--- src/sv/ttbd_pkg.sv ---
// ----------------------------------------------------------------------------
// ttbd_pkg
// Shared types and constants for the tap tempo BPM detector.
// ----------------------------------------------------------------------------
package ttbd_pkg;

  // tap history
  localparam int unsigned HIST_DEPTH = 4;
  localparam int unsigned FILL_W     = $clog2(HIST_DEPTH + 1);
  localparam int unsigned IDX_W      = (HIST_DEPTH > 1) ? $clog2(HIST_DEPTH) : 1;

  localparam int unsigned TIME_W  = 32;
  localparam int unsigned BPM_W   = 16;
  localparam int unsigned BLINK_W = 10;
  localparam int unsigned TAPS_W  = 5;

  // divider: numerator is at most 960000 * (HIST_DEPTH - 1), which fits 24 bits
  localparam int unsigned DIV_W = 24;
  localparam int unsigned CNT_W = $clog2(DIV_W);
  localparam logic [DIV_W-1:0] BEAT_Q4 = 24'd960000;

  // stream widths
  localparam int unsigned IN_DATA_W  = 8;
  localparam int unsigned OUT_DATA_W = 24;

  // configuration port
  localparam int unsigned CFG_IDX_W  = 3;
  localparam int unsigned CFG_DATA_W = 16;
  localparam logic [CFG_IDX_W-1:0] CFG_TIMEOUT     = 3'd0;
  localparam logic [CFG_IDX_W-1:0] CFG_MIN_BPM     = 3'd1;
  localparam logic [CFG_IDX_W-1:0] CFG_MAX_BPM     = 3'd2;
  localparam logic [CFG_IDX_W-1:0] CFG_DEFAULT_BPM = 3'd3;
  localparam logic [CFG_IDX_W-1:0] CFG_BLINK       = 3'd4;

  localparam logic [15:0]        RST_TIMEOUT     = 16'd2000;
  localparam logic [BPM_W-1:0]   RST_MIN_BPM     = 16'd640;
  localparam logic [BPM_W-1:0]   RST_MAX_BPM     = 16'd4800;
  localparam logic [BPM_W-1:0]   RST_DEFAULT_BPM = 16'd1920;
  localparam logic [BLINK_W-1:0] RST_BLINK       = 10'd50;

  typedef enum logic [2:0] {
    S_IDLE,
    S_TAP,
    S_BPM_GO,
    S_BPM_WAIT,
    S_INT_GO,
    S_INT_WAIT,
    S_BLINK,
    S_OUT
  } state_e;

  // controller -> datapath
  typedef struct packed {
    logic load_in;
    logic step;
    logic bpm_go;
    logic bpm_latch;
    logic int_go;
    logic int_latch;
    logic blink;
    logic load_out;
  } cmd_t;

  // datapath -> controller
  typedef struct packed {
    logic is_clear;
    logic need_bpm;
    logic div_done;
  } status_t;

endpackage

--- src/sv/ttbd_div.sv ---
// ----------------------------------------------------------------------------
// ttbd_div
// Restoring divider, one quotient bit per cycle, DIV_W quotient bits per division.
// ----------------------------------------------------------------------------
module ttbd_div (
  input  logic                              clk_i,
  input  logic                              rst_ni,
  input  logic                              start_i,
  input  logic [ttbd_pkg::DIV_W-1:0]        dividend_i,
  input  logic [ttbd_pkg::TIME_W-1:0]       divisor_i,
  output logic                              done_o,
  output logic [ttbd_pkg::DIV_W-1:0]        quotient_o
);

  logic                          busy_q;
  logic                          done_q;
  logic [ttbd_pkg::CNT_W-1:0]    cnt_q;
  logic [ttbd_pkg::TIME_W-1:0]   rem_q;
  logic [ttbd_pkg::TIME_W-1:0]   dvs_q;
  logic [ttbd_pkg::DIV_W-1:0]    quo_q;
  logic [ttbd_pkg::TIME_W:0]     trial;
  logic [ttbd_pkg::TIME_W:0]     diff;
  logic                          take;

  assign trial = {rem_q, quo_q[ttbd_pkg::DIV_W-1]};
  assign diff  = trial - {1'b0, dvs_q};
  assign take  = (trial >= {1'b0, dvs_q});

  always_ff @(posedge clk_i or negedge rst_ni) begin
    if (!rst_ni) begin
      busy_q <= 1'b0;
      done_q <= 1'b0;
      cnt_q  <= '0;
    end else begin
      done_q <= 1'b0;
      if (start_i) begin
        busy_q <= 1'b1;
        cnt_q  <= '0;
      end else if (busy_q) begin
        cnt_q <= cnt_q + 1'b1;
        if (cnt_q == ttbd_pkg::CNT_W'(ttbd_pkg::DIV_W - 1)) begin
          busy_q <= 1'b0;
          done_q <= 1'b1;
        end
      end
    end
  end

  always_ff @(posedge clk_i) begin
    if (start_i) begin
      rem_q <= '0;
      quo_q <= dividend_i;
      dvs_q <= divisor_i;
    end else if (busy_q) begin
      rem_q <= take ? diff[ttbd_pkg::TIME_W-1:0] : trial[ttbd_pkg::TIME_W-1:0];
      quo_q <= {quo_q[ttbd_pkg::DIV_W-2:0], take};
    end
  end

  assign done_o     = done_q;
  assign quotient_o = quo_q;

  a_no_restart: assert property (@(posedge clk_i) disable iff (!rst_ni)
    start_i |-> !busy_q)
    else $error("divider restarted while busy");

endmodule

--- src/sv/ttbd_dpath.sv ---
// ----------------------------------------------------------------------------
// ttbd_dpath
// Datapath: time counter, tap history, tempo and beat interval, LED timing,
// configuration registers and the result register.
// ----------------------------------------------------------------------------
module ttbd_dpath (
  input  logic                                clk_i,
  input  logic                                rst_ni,
  input  logic                                cfg_we_i,
  input  logic [ttbd_pkg::CFG_IDX_W-1:0]      cfg_idx_i,
  input  logic [ttbd_pkg::CFG_DATA_W-1:0]     cfg_data_i,
  input  logic                                action_i,
  input  logic                                button_i,
  input  ttbd_pkg::cmd_t                      cmd_i,
  output ttbd_pkg::status_t                   status_o,
  output logic [ttbd_pkg::OUT_DATA_W-1:0]     out_data_o
);

  // configuration
  logic [15:0]                    timeout_q;
  logic [ttbd_pkg::BPM_W-1:0]     min_bpm_q;
  logic [ttbd_pkg::BPM_W-1:0]     max_bpm_q;
  logic [ttbd_pkg::BPM_W-1:0]     dflt_bpm_q;
  logic [ttbd_pkg::BLINK_W-1:0]   blink_q;

  // state
  logic [ttbd_pkg::TIME_W-1:0]    time_q;
  logic                           btn_prev_q;
  logic                           tap_q;
  logic                           clear_q;
  logic [ttbd_pkg::TIME_W-1:0]    hist_q [ttbd_pkg::HIST_DEPTH];
  logic [ttbd_pkg::FILL_W-1:0]    fill_q;
  logic [ttbd_pkg::TIME_W-1:0]    last_tap_q;
  logic [ttbd_pkg::BPM_W-1:0]     bpm_q;
  logic                           known_q;
  logic                           led_q;
  logic [ttbd_pkg::TIME_W-1:0]    led_since_q;
  logic [ttbd_pkg::TIME_W-1:0]    last_beat_q;
  logic [ttbd_pkg::TIME_W-1:0]    interval_q;
  logic                           span_zero_q;
  logic [ttbd_pkg::OUT_DATA_W-1:0] out_q;

  // tap step
  logic                           gap;
  logic [ttbd_pkg::FILL_W-1:0]    fill_base;
  logic                           full;
  logic [ttbd_pkg::FILL_W-1:0]    fill_next;

  // divider
  logic [ttbd_pkg::TIME_W-1:0]    span;
  logic [ttbd_pkg::DIV_W-1:0]     taps_m1;
  logic [ttbd_pkg::DIV_W-1:0]     numer;
  logic                           div_start;
  logic [ttbd_pkg::DIV_W-1:0]     div_dividend;
  logic [ttbd_pkg::TIME_W-1:0]    div_divisor;
  logic                           div_done;
  logic [ttbd_pkg::DIV_W-1:0]     quotient;
  logic [ttbd_pkg::DIV_W-1:0]     q_low;
  logic [ttbd_pkg::BPM_W-1:0]     bpm_clamped;

  // blink
  logic                           lit_off;
  logic                           lit_keep;
  logic                           fire;

  always_ff @(posedge clk_i or negedge rst_ni) begin
    if (!rst_ni) begin
      timeout_q  <= ttbd_pkg::RST_TIMEOUT;
      min_bpm_q  <= ttbd_pkg::RST_MIN_BPM;
      max_bpm_q  <= ttbd_pkg::RST_MAX_BPM;
      dflt_bpm_q <= ttbd_pkg::RST_DEFAULT_BPM;
      blink_q    <= ttbd_pkg::RST_BLINK;
    end else if (cfg_we_i) begin
      unique case (cfg_idx_i)
        ttbd_pkg::CFG_TIMEOUT:     timeout_q  <= cfg_data_i;
        ttbd_pkg::CFG_MIN_BPM:     min_bpm_q  <= cfg_data_i;
        ttbd_pkg::CFG_MAX_BPM:     max_bpm_q  <= cfg_data_i;
        ttbd_pkg::CFG_DEFAULT_BPM: dflt_bpm_q <= cfg_data_i;
        ttbd_pkg::CFG_BLINK:       blink_q    <= cfg_data_i[ttbd_pkg::BLINK_W-1:0];
        default: ;
      endcase
    end
  end

  // a gap longer than the timeout restarts the history
  assign gap       = (fill_q != '0) && ((time_q - last_tap_q) > {16'b0, timeout_q});
  assign fill_base = gap ? '0 : fill_q;
  assign full      = (fill_base == ttbd_pkg::FILL_W'(ttbd_pkg::HIST_DEPTH));
  assign fill_next = full ? fill_base : fill_base + 1'b1;

  assign status_o.is_clear = clear_q;
  assign status_o.need_bpm = tap_q && !clear_q && (fill_next >= ttbd_pkg::FILL_W'(2));
  assign status_o.div_done = div_done;

  // newest entry is always now, so span only needs the oldest
  assign span         = time_q - hist_q[0];
  assign taps_m1      = ttbd_pkg::DIV_W'(fill_q) - 1'b1;
  assign numer        = ttbd_pkg::BEAT_Q4 * taps_m1;
  assign div_start    = cmd_i.bpm_go || cmd_i.int_go;
  assign div_dividend = cmd_i.bpm_go ? numer : ttbd_pkg::BEAT_Q4;
  assign div_divisor  = cmd_i.bpm_go ? span : {16'b0, bpm_q};

  ttbd_div u_div (
    .clk_i      (clk_i),
    .rst_ni     (rst_ni),
    .start_i    (div_start),
    .dividend_i (div_dividend),
    .divisor_i  (div_divisor),
    .done_o     (div_done),
    .quotient_o (quotient)
  );

  // raise to minimum, then lower to maximum; maximum wins on conflict
  assign q_low = (quotient < {8'b0, min_bpm_q}) ? {8'b0, min_bpm_q} : quotient;
  always_comb begin
    if (span_zero_q || (q_low > {8'b0, max_bpm_q})) begin
      bpm_clamped = max_bpm_q;
    end else begin
      bpm_clamped = q_low[ttbd_pkg::BPM_W-1:0];
    end
  end

  assign lit_off  = led_q && ((time_q - led_since_q) >= {22'b0, blink_q});
  assign lit_keep = led_q && !lit_off;
  assign fire     = !lit_keep &&
                    ((last_beat_q == '0) || ((time_q - last_beat_q) >= interval_q));

  always_ff @(posedge clk_i or negedge rst_ni) begin
    if (!rst_ni) begin
      time_q      <= '0;
      btn_prev_q  <= 1'b0;
      tap_q       <= 1'b0;
      clear_q     <= 1'b0;
      fill_q      <= '0;
      last_tap_q  <= '0;
      bpm_q       <= ttbd_pkg::RST_DEFAULT_BPM;
      known_q     <= 1'b0;
      led_q       <= 1'b0;
      led_since_q <= '0;
      last_beat_q <= '0;
    end else begin
      if (cmd_i.load_in) begin
        clear_q <= action_i;
        tap_q   <= !action_i && button_i && !btn_prev_q;
        if (!action_i) begin
          time_q     <= time_q + 1'b1;
          btn_prev_q <= button_i;
        end
      end
      if (cmd_i.step) begin
        if (clear_q) begin
          fill_q      <= '0;
          last_tap_q  <= '0;
          bpm_q       <= dflt_bpm_q;
          known_q     <= 1'b0;
          last_beat_q <= '0;
          led_q       <= 1'b0;
        end else if (tap_q) begin
          fill_q      <= fill_next;
          last_tap_q  <= time_q;
          led_q       <= 1'b1;
          led_since_q <= time_q;
        end
      end
      if (cmd_i.bpm_latch) begin
        bpm_q   <= bpm_clamped;
        known_q <= 1'b1;
      end
      if (cmd_i.blink && known_q) begin
        led_q <= lit_keep || fire;
        if (fire) begin
          led_since_q <= time_q;
          last_beat_q <= time_q;
        end
      end
    end
  end

  // history and payload registers
  always_ff @(posedge clk_i) begin
    if (cmd_i.step && !clear_q && tap_q) begin
      if (full) begin
        for (int i = 0; i < ttbd_pkg::HIST_DEPTH - 1; i++) begin
          hist_q[i] <= hist_q[i+1];
        end
        hist_q[ttbd_pkg::HIST_DEPTH-1] <= time_q;
      end else begin
        hist_q[fill_base[ttbd_pkg::IDX_W-1:0]] <= time_q;
      end
    end
    if (cmd_i.bpm_go) begin
      span_zero_q <= (span == '0);
    end
    if (cmd_i.int_latch) begin
      interval_q <= (bpm_q == '0) ? '1 : {8'b0, quotient};
    end
    if (cmd_i.load_out) begin
      out_q <= {ttbd_pkg::TAPS_W'(fill_q), tap_q, led_q, known_q, bpm_q};
    end
  end

  assign out_data_o = out_q;

  a_fill_bound: assert property (@(posedge clk_i) disable iff (!rst_ni)
    fill_q <= ttbd_pkg::FILL_W'(ttbd_pkg::HIST_DEPTH))
    else $error("tap history overfilled");

  a_known_after_latch: assert property (@(posedge clk_i) disable iff (!rst_ni)
    cmd_i.bpm_latch |=> known_q)
    else $error("tempo latched but not flagged known");

endmodule

--- src/sv/ttbd_ctrl.sv ---
// ----------------------------------------------------------------------------
// ttbd_ctrl
// Controller: sequences one item through tap step, divisions, blink update
// and result hand-off; owns the stream handshakes.
// ----------------------------------------------------------------------------
module ttbd_ctrl (
  input  logic                 clk_i,
  input  logic                 rst_ni,
  input  logic                 in_valid_i,
  output logic                 in_ready_o,
  output logic                 out_valid_o,
  input  logic                 out_ready_i,
  input  ttbd_pkg::status_t    status_i,
  output ttbd_pkg::cmd_t       cmd_o
);

  ttbd_pkg::state_e state_q, state_d;
  logic             out_valid_q, out_valid_d;
  logic             in_acc;
  logic             out_free;

  assign in_acc   = in_valid_i && (state_q == ttbd_pkg::S_IDLE);
  assign out_free = !out_valid_q || out_ready_i;

  always_ff @(posedge clk_i or negedge rst_ni) begin
    if (!rst_ni) begin
      state_q     <= ttbd_pkg::S_IDLE;
      out_valid_q <= 1'b0;
    end else begin
      state_q     <= state_d;
      out_valid_q <= out_valid_d;
    end
  end

  always_comb begin
    state_d     = state_q;
    cmd_o       = '0;
    out_valid_d = out_valid_q && !out_ready_i;
    unique case (state_q)
      ttbd_pkg::S_IDLE: begin
        if (in_valid_i) begin
          cmd_o.load_in = 1'b1;
          state_d       = ttbd_pkg::S_TAP;
        end
      end
      ttbd_pkg::S_TAP: begin
        cmd_o.step = 1'b1;
        if (status_i.is_clear) begin
          state_d = ttbd_pkg::S_OUT;
        end else if (status_i.need_bpm) begin
          state_d = ttbd_pkg::S_BPM_GO;
        end else begin
          state_d = ttbd_pkg::S_BLINK;
        end
      end
      ttbd_pkg::S_BPM_GO: begin
        cmd_o.bpm_go = 1'b1;
        state_d      = ttbd_pkg::S_BPM_WAIT;
      end
      ttbd_pkg::S_BPM_WAIT: begin
        if (status_i.div_done) begin
          cmd_o.bpm_latch = 1'b1;
          state_d         = ttbd_pkg::S_INT_GO;
        end
      end
      ttbd_pkg::S_INT_GO: begin
        cmd_o.int_go = 1'b1;
        state_d      = ttbd_pkg::S_INT_WAIT;
      end
      ttbd_pkg::S_INT_WAIT: begin
        if (status_i.div_done) begin
          cmd_o.int_latch = 1'b1;
          state_d         = ttbd_pkg::S_BLINK;
        end
      end
      ttbd_pkg::S_BLINK: begin
        cmd_o.blink = 1'b1;
        state_d     = ttbd_pkg::S_OUT;
      end
      ttbd_pkg::S_OUT: begin
        // hold until the result register is free
        if (out_free) begin
          cmd_o.load_out = 1'b1;
          out_valid_d    = 1'b1;
          state_d        = ttbd_pkg::S_IDLE;
        end
      end
      default: state_d = ttbd_pkg::S_IDLE;
    endcase
  end

  assign in_ready_o  = (state_q == ttbd_pkg::S_IDLE);
  assign out_valid_o = out_valid_q;

  a_accept_to_tap: assert property (@(posedge clk_i) disable iff (!rst_ni)
    in_acc |=> (state_q == ttbd_pkg::S_TAP))
    else $error("accepted beat not followed by tap step");

  a_load_sets_valid: assert property (@(posedge clk_i) disable iff (!rst_ni)
    cmd_o.load_out |=> out_valid_q)
    else $error("result loaded but not presented");

endmodule

--- src/sv/tap_tempo_bpm_detector_core.sv ---
// ----------------------------------------------------------------------------
// tap_tempo_bpm_detector_core
// Tap tempo estimator: one input beat per millisecond tick or clear, one
// result beat per input beat.
// ----------------------------------------------------------------------------
// Each input beat is a millisecond tick carrying the button level (tuser 0)
// or a history clear (tuser 1); each gives exactly one result beat with the
// tempo in Q12.4 BPM, its valid flag, the LED level, a tap flag and the
// number of held taps. A plain tick runs the tap step and the blink update
// before its result is loaded, a clear only the tap step; a tap that leaves
// two or more taps in history also runs two divisions on the shared restoring
// divider (tempo, then beat interval), each with its start and latch steps.
// The input is ready again in the cycle after the result is loaded; a result
// still waiting holds the core in its last step until it is taken. One input
// beat is in flight at a time; a new beat is accepted while the previous
// result waits in the output register. Configuration writes take effect at
// once and are meant for idle periods; a new default tempo is applied at the
// next clear, and reset reloads RST_DEFAULT_BPM.
module tap_tempo_bpm_detector_core (
  input  logic                                 clk_i,
  input  logic                                 rst_ni,
  // configuration
  input  logic                                 cfg_we_i,
  input  logic [ttbd_pkg::CFG_IDX_W-1:0]       cfg_idx_i,
  input  logic [ttbd_pkg::CFG_DATA_W-1:0]      cfg_data_i,
  // input stream
  input  logic                                 s_axis_tvalid_i,
  output logic                                 s_axis_tready_o,
  input  logic [ttbd_pkg::IN_DATA_W-1:0]       s_axis_tdata_i,   // [0] button_pressed
  input  logic                                 s_axis_tuser_i,   // action
  // result stream
  output logic                                 m_axis_tvalid_o,
  input  logic                                 m_axis_tready_i,
  // [15:0] bpm_q4, [16] bpm_valid, [17] led, [18] tap_seen, [23:19] taps_held
  output logic [ttbd_pkg::OUT_DATA_W-1:0]      m_axis_tdata_o
);

  ttbd_pkg::cmd_t    cmd;
  ttbd_pkg::status_t status;

  ttbd_ctrl u_ctrl (
    .clk_i       (clk_i),
    .rst_ni      (rst_ni),
    .in_valid_i  (s_axis_tvalid_i),
    .in_ready_o  (s_axis_tready_o),
    .out_valid_o (m_axis_tvalid_o),
    .out_ready_i (m_axis_tready_i),
    .status_i    (status),
    .cmd_o       (cmd)
  );

  ttbd_dpath u_dpath (
    .clk_i      (clk_i),
    .rst_ni     (rst_ni),
    .cfg_we_i   (cfg_we_i),
    .cfg_idx_i  (cfg_idx_i),
    .cfg_data_i (cfg_data_i),
    .action_i   (s_axis_tuser_i),
    .button_i   (s_axis_tdata_i[0]),
    .cmd_i      (cmd),
    .status_o   (status),
    .out_data_o (m_axis_tdata_o)
  );

endmodule
--- config.mk ---
export PLATFORM = sky130hd
export DESIGN_NAME = tap_tempo_bpm_detector_core
export DESIGN_NICKNAME = d
export VERILOG_FILES = /design/src/sv/ttbd_pkg.sv /design/src/sv/ttbd_div.sv /design/src/sv/ttbd_dpath.sv /design/src/sv/ttbd_ctrl.sv /design/src/sv/tap_tempo_bpm_detector_core.sv
export SDC_FILE = /design/constraint.sdc
export NUM_CORES = 1
export LEC_CHECK = 0
export BUFFER_PORTS_ARGS = -buffer_cell sky130_fd_sc_hd__buf_4
export CORE_MARGIN = 4
export CORE_UTILIZATION = 50
export DETAILED_ROUTE_END_ITERATION = 10
export PLACE_DENSITY_LB_ADDON = 0.05
export SLEW_MARGIN = 15
export SYNTH_ARGS = -nofsm -noshare
export SYNTH_HDL_FRONTEND = slang
export SYNTH_SLANG_ARGS = --single-unit
--- constraint.sdc ---
create_clock -name clk_i -period 12.88 [get_ports clk_i]
set_input_delay 1.932 -clock clk_i [delete_from_list [all_inputs] [get_ports clk_i]]
set_output_delay 1.932 -clock clk_i [all_outputs]
set_load 0.01 [all_outputs]
Word level (Yosys, flattened, before mapping)
Memory sizes are Yosys's and may differ from the RTL's.
Cells that the tools add are included.

cells by class
  equality and inequality tests = 17
  reduce and logical (&&, ||, !) cells = 47
  $lt $le $gt $ge = 7
  multipliers = 1
  bitwise operators = 1
  mux-type cells = 70
  $add $sub $neg = 9

operators by type and width
  cell                                                                   number
  32-bit two-way mux                                                     14
  32-bit subtractor                                                      5
  24-bit two-way mux                                                     4
  16-bit two-way mux                                                     5
  32-bit logical NOT                                                     2
  33-bit by 32-bit greater-or-equal comparator with 1-bit output         1
  1-bit two-way mux                                                      33
  32-bit by 1-bit adder with 32-bit output, second input constant        1
  32-bit by 10-bit greater-or-equal comparator with 1-bit output         1
  32-bit greater-or-equal comparator                                     1
  32-bit by 16-bit > comparator with 1-bit output                        1
  32-bit OR reduction                                                    1
  3-bit two-way mux                                                      10
  24-bit by 16-bit > comparator with 1-bit output                        1
  24-bit by 16-bit less-than comparator with 1-bit output                1
  11-bit by 24-bit multiplier with 15-bit output, first input constant   1
  3-bit case mux with 8 select lines                                     1
  3-bit equality test, second input constant                             6
  2-bit AND reduction                                                    9
  16-bit logical NOT                                                     1
  3-bit by 2-bit equality test with 1-bit output, second input constant  4
  1-bit logical AND                                                      12
  5-bit two-way mux                                                      2
  2-bit nonzero test                                                     5
  other kinds (15)                                                       30

word-level totals
  output and inout bits = 26
  register bits after elaboration = 380
  memories kept = 1
  bits of input ports = 33
  bits in writable memories = 128
  logic and storage cells = 182

memory list
  memory          words  width  rd ports  clocked after memory_dff  wr ports  line              text
  u_dpath.hist_q  4      32     4         0                         4         ttbd_dpath.sv:31  logic [ttbd_pkg::TIME_W-1:0] hist_q [ttbd_pkg::HIST_DEPTH];

Longest topological paths before layout
Gate-level depths: netlist (run 1).

  depth in word-level cells = 11
  mapped depth = 29
  gate-level depth less buffers = 27

By module
A second synthesis (run 1) with hierarchy kept.

unflattened totals
  cells, all modules = 3283
  area, all modules = 33159.3 µm²

modules (own cells, without submodules)
  module      times used  area an instance (µm²)  sequential area each (µm²)  cells each
  ttbd_dpath  1           27151.0                 10969.3                     2683
  ttbd_div    1           5705.5                  2497.4                      562
  ttbd_ctrl   1           302.8                   100.1                       38

Least setup slack after synthesis (run 1)
OpenSTA, ideal clock, no wires.

  path kind = reg-to-reg
  from = reg u_dpath.time_q[0] (netlist bit)
  to = mem u_dpath.hist_q[0][0] (netlist bit) (enable)
  arrival time = 6937 ps
  library setup time = 466 ps
  path buffers = 1
  required time = 12414 ps
  path slack = 5478 ps
  cell stages (with the launch flop) = 28
  clock period less this slack = 7402 ps
  cells stage by stage = dfrtp_1 -> clkbuf_1 -> inv_1 -> ha_1 -> nor2b_4 -> o31a_1 -> o41a_2 -> nor2_1 -> o21ai_0 -> and2_1 -> o21ai_0 -> nand2b_1 -> xor2_1 -> ha_1 -> nand2_1 -> nor3_1 -> nand4_1 -> a21oi_1 -> o22a_1 -> nor4_1 -> and4b_2 -> nor4b_4 -> a21o_2 -> and2_1 -> inv_1 -> ha_1 -> nand4_4 -> o21ai_0

RTL lines
  item                      line               text
  start: declaration        ttbd_dpath.sv:27   logic [ttbd_pkg::TIME_W-1:0] time_q;
  start signal: assignment  ttbd_dpath.sv:146  time_q <= time_q + 1'b1;
  end: declaration          ttbd_dpath.sv:31

==> results of run 1 <==
cells in the final DEF (no fill, tap or decap), drive strengths merged, types with 18 or more instances in the layout:
| master | netlist | routed |
|---|---|---|
| a21o | 72 | 72 |
| a221oi | 19 | 19 |
| dfxtp | 32 | 32 |
| nor4 | 33 | 33 |
| edfxtp | 232 | 232 |
| a31oi | 29 | 29 |
| o21a | 29 | 29 |
| xnor2 | 106 | 106 |
| o32ai | 32 | 32 |
| a211oi | 24 | 24 |
| and2 | 28 | 28 |
| buf | 29 | 111 |
| ha | 275 | 275 |
| o21ai | 242 | 242 |
| nand3 | 89 | 89 |
| nand2 | 355 | 355 |
| and3 | 33 | 33 |
| nor3 | 62 | 62 |
| nand2b | 71 | 71 |
| dfstp | 23 | 23 |
| dfrtp | 214 | 214 |
| xor2 | 59 | 59 |
| nor2b | 30 | 30 |
| clkinv | 2 | 18 |
| o211ai | 32 | 32 |
| mux2i | 29 | 29 |
| o21bai | 21 | 21 |
| clkbuf | 138 | 72 |
| a21oi | 188 | 188 |
| nand4 | 104 | 104 |
| mux2 | 166 | 166 |
| inv | 295 | 297 |
| nor2 | 178 | 178 |
registers in the layout, summed over array words and instances (netlist names), 22 cells and up:
signal,flops
u_dpath.interval_q,25
u_dpath.last_beat_q,32
u_dpath.hist_q,128
u_dpath.time_q,32
u_dpath.u_div.dvs_q,32
u_dpath.u_div.quotient_o,24
u_dpath.u_div.rem_q,32
u_dpath.last_tap_q,32
u_dpath.led_since_q,32
u_dpath.out_data_o,22
cell usage after synthesis, types with 71 or more instances:
cell type,count,area [µm²]
a21o_1,71,533
nand3_1,87,435
edfxtp_1,232,6970
nand2_1,355,1330
inv_1,295,1110
dfrtp_1,214,5360
mux2_2,137,1540
clkbuf_1,117,439
nor2_1,178,668
xnor2_1,106,928
a21oi_1,188,941
o21ai_0,241,1210
nand2b_1,71,444
nand4_1,103,644
ha_1,275,3440
area by class of cell:
cell class	instances	area, µm²
Fill cell	5956	30200
Tap cell	873	1090
Clock buffer	72	1580
Clock inverter	33	537
Timing Repair Buffer	111	853
Sequential cell	501	13600
Multi-Input combinational cell	2535	18200
Inverter	297	1110
critical path: stages, from the launching register on:
cell and delay (ps):
dfrtp_1 550, inv_1 370, ha_1 330, nor2b_4 60, o31a_1 320, o41ai_2 450
o21a_2 300, nand2_1 100, a21o_1 210, a21oi_1 160, xnor2_1 130, ha_1 310
nand4_1 110, nor3_1 320, nand4_1 180, o22a_1 310, nor4_1 270, and4b_2 270
nor4b_4 490, a21o_2 280, and2_1 210, inv_1 60, ha_1 220, nand4_4 210
nand3_2 720, o21ai_2 240, buf_4 410
worst paths after layout:
check / cells past startpoint / slack (ps) / start / end
worst min register to register: 1 / 470 / u_dpath.btn_prev_q / u_dpath.tap_q
max in group asynchronous: 2 / 10320 / rst_ni / u_dpath.time_q[17]
worst max-delay path: 26 / 4890 / u_dpath.time_q[0] / u_dpath.hist_q[1][25]
worst min-delay path: 1 / 470 / u_dpath.btn_prev_q / u_dpath.tap_q
worst max register to register: 26 / 4890 / u_dpath.time_q[0] / u_dpath.hist_q[1][25]
min in group asynchronous: 1 / 1300 / rst_ni / u_dpath.timeout_q[11]
layer usage:
metal	GRT usage, %	vias up
met3	3.43	161
met5	0	-
li1	-	12714
met2	42.8	663
met1	36.6	12851
met4	8.66	0
report_power, final:
part	internal, W	switching [W]
combinational	0.00208	0.00269
sequential	0.00203	0.000241
clock	0.00114	0.000690
total	0.00525	0.00362
through the flow:
stage	instance area, µm²	power [W]	hold slack (ps)
floorplan	33800	0.00580	427
global placement	34800	0.00689	444
detailed placement	34800	0.00699	464
CTS	36900	0.00888	480
global route	37000	0.00958	496
finish	37000	0.00887	469
logic make-up (layout without fill, tap and decap cells):
| family | Yosys count | in the layout | synth area share, % |
|---|---|---|---|
| compound gates | 828 | 828 | 15.9 |
| xor+xnor | 165 | 165 | 4.27 |
| fa+ha+maj | 291 | 291 | 11.1 |
| buf+inv | 471 | 513 | 6.36 |
| flops | 501 | 501 | 40.1 |
| mux | 195 | 195 | 6.71 |
| other cells | 1 | 2 | 0.0111 |
| simple gates | 1054 | 1054 | 15.5 |
==> results.yml, run 1 <==
layout:
  utilization_pct: 55.0
  syn_to_final_growth_pct: 9.24
  nets: 3827
  n_antenna_cell: 0
  fin_cells: 4422
  drive_above_1_share_pct: 12.6
synthesis:
  avgSynthCellArea_um2: 9.65
  synth_edf_count: 232
  synthArstFlopShare_pct: 47.3
  ys_types: 102
  ys_ff_latch: 501
  yosysWarningCount: 0
  syn_area_um2: 33800
  ys.flop_type: "edfxtp_1"
  synth_cells: 3506
  yosysSeqAreaShare_pct: 40.1
critical_path:
  cp_max_fo: 33
  cp.required_ps: 13150
  critPathLaunchType: "flip-flop"
  endpoint_kind: "flip-flop"
  critical_path_arrival_ps: 8260
  worstSetupPathType: "reg -> reg"
sta:
  hold_viol_final: 0
  max_freq_mhz: 125
  setup_viol: 0
  setup_ws_ps: 4890
  fin_crit_sh_pct: 62.1
  rsz0062_at_grt: "no"
  setup-tns-final_ps: 0
  slew_violations: 0
  min_period_ps: 7990
  max_slew_margin_pct: 22.5
  tightestPinTransition_ps: 1160
  clock_skew_ps: 25.1
routing:
  top_layer: "met4"
  viasPerCell: 5.97
  drc: 0
  wl_per_cell_um: 21.5
  dr.pass1.iters: 6
  vias: 26389
  drt_iter0_drc: 1964
  ant_nets: 0
  wl_met3_um: 4630
  wl_met2_um: 43400
  m1WireLength_um: 43400
  wl_um: 95000
global_routing:
  grt_max_degree: 137
  antenna_found_initial: 0
  grt_pass1_vias: 25696
  track_usage_pct: 26.3
  grt_first_pass_wirelength_um: 149000
  overflow: 0
cts:
  h-tree-depth: 2
  cts_sinks: 501
  cts_resized: 0
  insertion_delay_ps: 630
  clockRootBuffer: "clkbuf_16"
  cts_made_buffers: 57
  cts_tree: "done"
  path_clk_slew_ps: 60
  hold_buffers: 0
  postCtsSetupRepairBufs: 0
  clock_path_buffers: 3
flow_run:
  maxCapViolations: 0
placed_design:
  place_inst: 4317
  post-dp-hpwl_um: 70700
  io_buffers: 49
  gp_congestion: 0.912
  place_ws_ps: 4920
die:
  dieWidth_um: 268
  rows: 95
  die_area_um2: 71900
  start_util_pct: 50.4
  die_height_um: 268
  placeableCoreArea_um2: 67200
  ioPinCount: 59
pwr:
  leakagePower_nw: 16.1
  peakVddDrop_uv: 344
  powerDensity_nw_per_um2: 240
run_status:
  outcome: "finished, final reports clean"
min_path:
  hold_path.class: "reg -> reg"
Note: power is estimated with default switching activity, not from simulation.
==> inputs of run 2 (changes only) <==
Clock period 12.88 ns to 8.4 ns, I/O delays scaled along.
==> run 2 against run 1 <==
  * Final cell count is 0.18% higher
  * Setup slack worse by 3900 ps
  * Die area stayed put
  * Utilization is 0.27 points lower
  * Hold slack worse by 0.73 ps
  * Design area is 0.49% lower
  * Combinational power is 56% higher
  * Sequential cell count stayed put
  * Sequential share of layout area is 0.18 points higher
  * Register-to-register slack worse by 3900 ps
  * Power is 52% higher
  * First-iteration DRC count is 1.5% higher
  * Critical path type unchanged
  * Highest routed layer unchanged
==> results.yml, run 2 (synthesized netlist as in run 1, its figures left out) <==
cts:
  cts_tree: "done"
  h-tree-depth: 2
  path_clk_slew_ps: 60
  hold_buffers: 0
  cts_resized: 0
  insertion_delay_ps: 620
  clock_path_buffers: 3
  cts_made_buffers: 57
  postCtsSetupRepairBufs: 0
  clockRootBuffer: "clkbuf_16"
  cts_sinks: 501
die:
  die_area_um2: 71900
  die_height_um: 268
  ioPinCount: 59
  start_util_pct: 50.4
  dieWidth_um: 268
  placeableCoreArea_um2: 67200
  rows: 95
layout:
  top_register: "u_dpath.hist_q"
  n_antenna_cell: 0
  num-fill-cells: 5998
  fin_cells: 4430
  syn_to_final_growth_pct: 8.71
  nets: 3832
  multiInputGateArea_um2: 18200
  largest_register_ffs: 128
  regArea_um2: 13600
  drive_above_1_share_pct: 12.6
  final_cell_mix: "353 x nand2_1, 295 x inv_1, 275 x ha_1, 238 x o21ai_0, 232 x edfxtp_1"
  final_common_cell: "nand2_1"
critical_path:
  path_common_cell: "ha_1"
  critPathLaunchType: "flip-flop"
  cp_slowest_cell: "dfrtp_1"
  slowest_delay_ps: 550
  crit_family: "compound AO/OA/AOI/OAI gates"
  worstSetupPathType: "reg -> reg"
  critical_path_arrival_ps: 7680
  cp_max_fo: 32
  endpoint_kind: "flip-flop"
  crit_buf_inv: 4
  cp.required_ps: 8670
  rrSetupSlack_ps: 1000
sta:
  max_freq_mhz: 135
  setup-tns-final_ps: 0
  hold_viol_final: 0
  clock_skew_ps: 34.4
  fin_crit_sh_pct: 88.1
  slew_violations: 0
  setup_ws_ps: 1000
  max_slew_margin_pct: 22.9
  setup_viol: 0
  rsz0062_at_grt: "no"
  min_period_ps: 7400
  tightestPinTransition_ps: 1160
pwr:
  leakagePower_nw: 16.0
  powerDensity_nw_per_um2: 366
  peakVddDrop_uv: 717
min_path:
  hold_path.class: "reg -> reg"
global_routing:
  overflow: 0
  antenna_found_initial: 0
  grt_max_degree: 137
  grt_first_pass_wirelength_um: 148000
  grt_pass1_vias: 25559
  track_usage_pct: 26.1
routing:
  ant_nets: 0
  drc: 0
  wl_per_cell_um: 21.3
  drt_iter0_drc: 1993
  vias: 26269
  viasPerCell: 5.93
  wl_um: 94300
  dr.pass1.iters: 6
flow_run:
  maxCapViolations: 0
placed_design:
  gp_congestion: 0.894
  io_buffers: 49
  place_ws_ps: 1040
  place_inst: 4322
  post-dp-hpwl_um: 71000
run_status:
  outcome: "finished, final reports clean"
run 2: worst reg2reg max path, delay by kind of cell (launching register included):
kind / cells / cell delay (ps)
compound gates: 9 / 2340
flops: 1 / 550
fa+ha+maj: 3 / 780
buf+inv: 4 / 900
simple gates: 10 / 2300
xor+xnor: 1 / 150
run 2: routing by layer:
metal / vias to the layer above / wire length (µm) / track usage (%) / share of wire, %
met5: - / 0 / 0 / 0
met4: 0 / 3530 / 9.09 / 3.7
met3: 135 / 4450 / 2.86 / 4.7
met2: 681 / 42800 / 42.2 / 45
met1: 12739 / 43500 / 36.8 / 46
li1: 12714 / - / - / -
run 2: area by class of cell:
class | instances | area share [%]
Clock buffer | 76 | 4.24
Clock inverter | 32 | 0.943
Multi-Input combinational cell | 2535 | 49.5
Timing Repair Buffer | 116 | 2.42
Sequential cell | 501 | 36.9
Inverter | 297 | 3.03
Tap cell | 873 | 2.97
run 2: stage by stage:
step                utilization [%]  total power [W]  area (µm²)  hold slack [ps]
floorplan                         -          0.00890       33800              427
global placement               51.9           0.0107       34900              441
detailed placement             51.9           0.0109       34900              458
CTS                            54.8           0.0135       36800              475
global route                   54.8           0.0146       36800              497
finish                         54.8           0.0134       36800              468
run 2: final timing paths:
check | startpoint | to | depth (start not counted)
min in group asynchronous | rst_ni | u_dpath.blink_q[7] | 1
worst max register to register | u_dpath.time_q[0] | u_dpath.hist_q[0][30] | 27
worst min-delay path | u_dpath.btn_prev_q | u_dpath.tap_q | 1
max in group asynchronous | rst_ni | u_dpath.u_div.busy_q | 2
worst min register to register | u_dpath.btn_prev_q | u_dpath.tap_q | 1
worst max-delay path | u_dpath.time_q[0] | u_dpath.hist_q[0][30] | 27
run 2: report_power, final:
part           internal [W]  total, W  switching, W
registers           0.00311   0.00349      0.000374
logic               0.00318   0.00743       0.00424
clock network       0.00149   0.00253       0.00104
total               0.00779    0.0134       0.00566
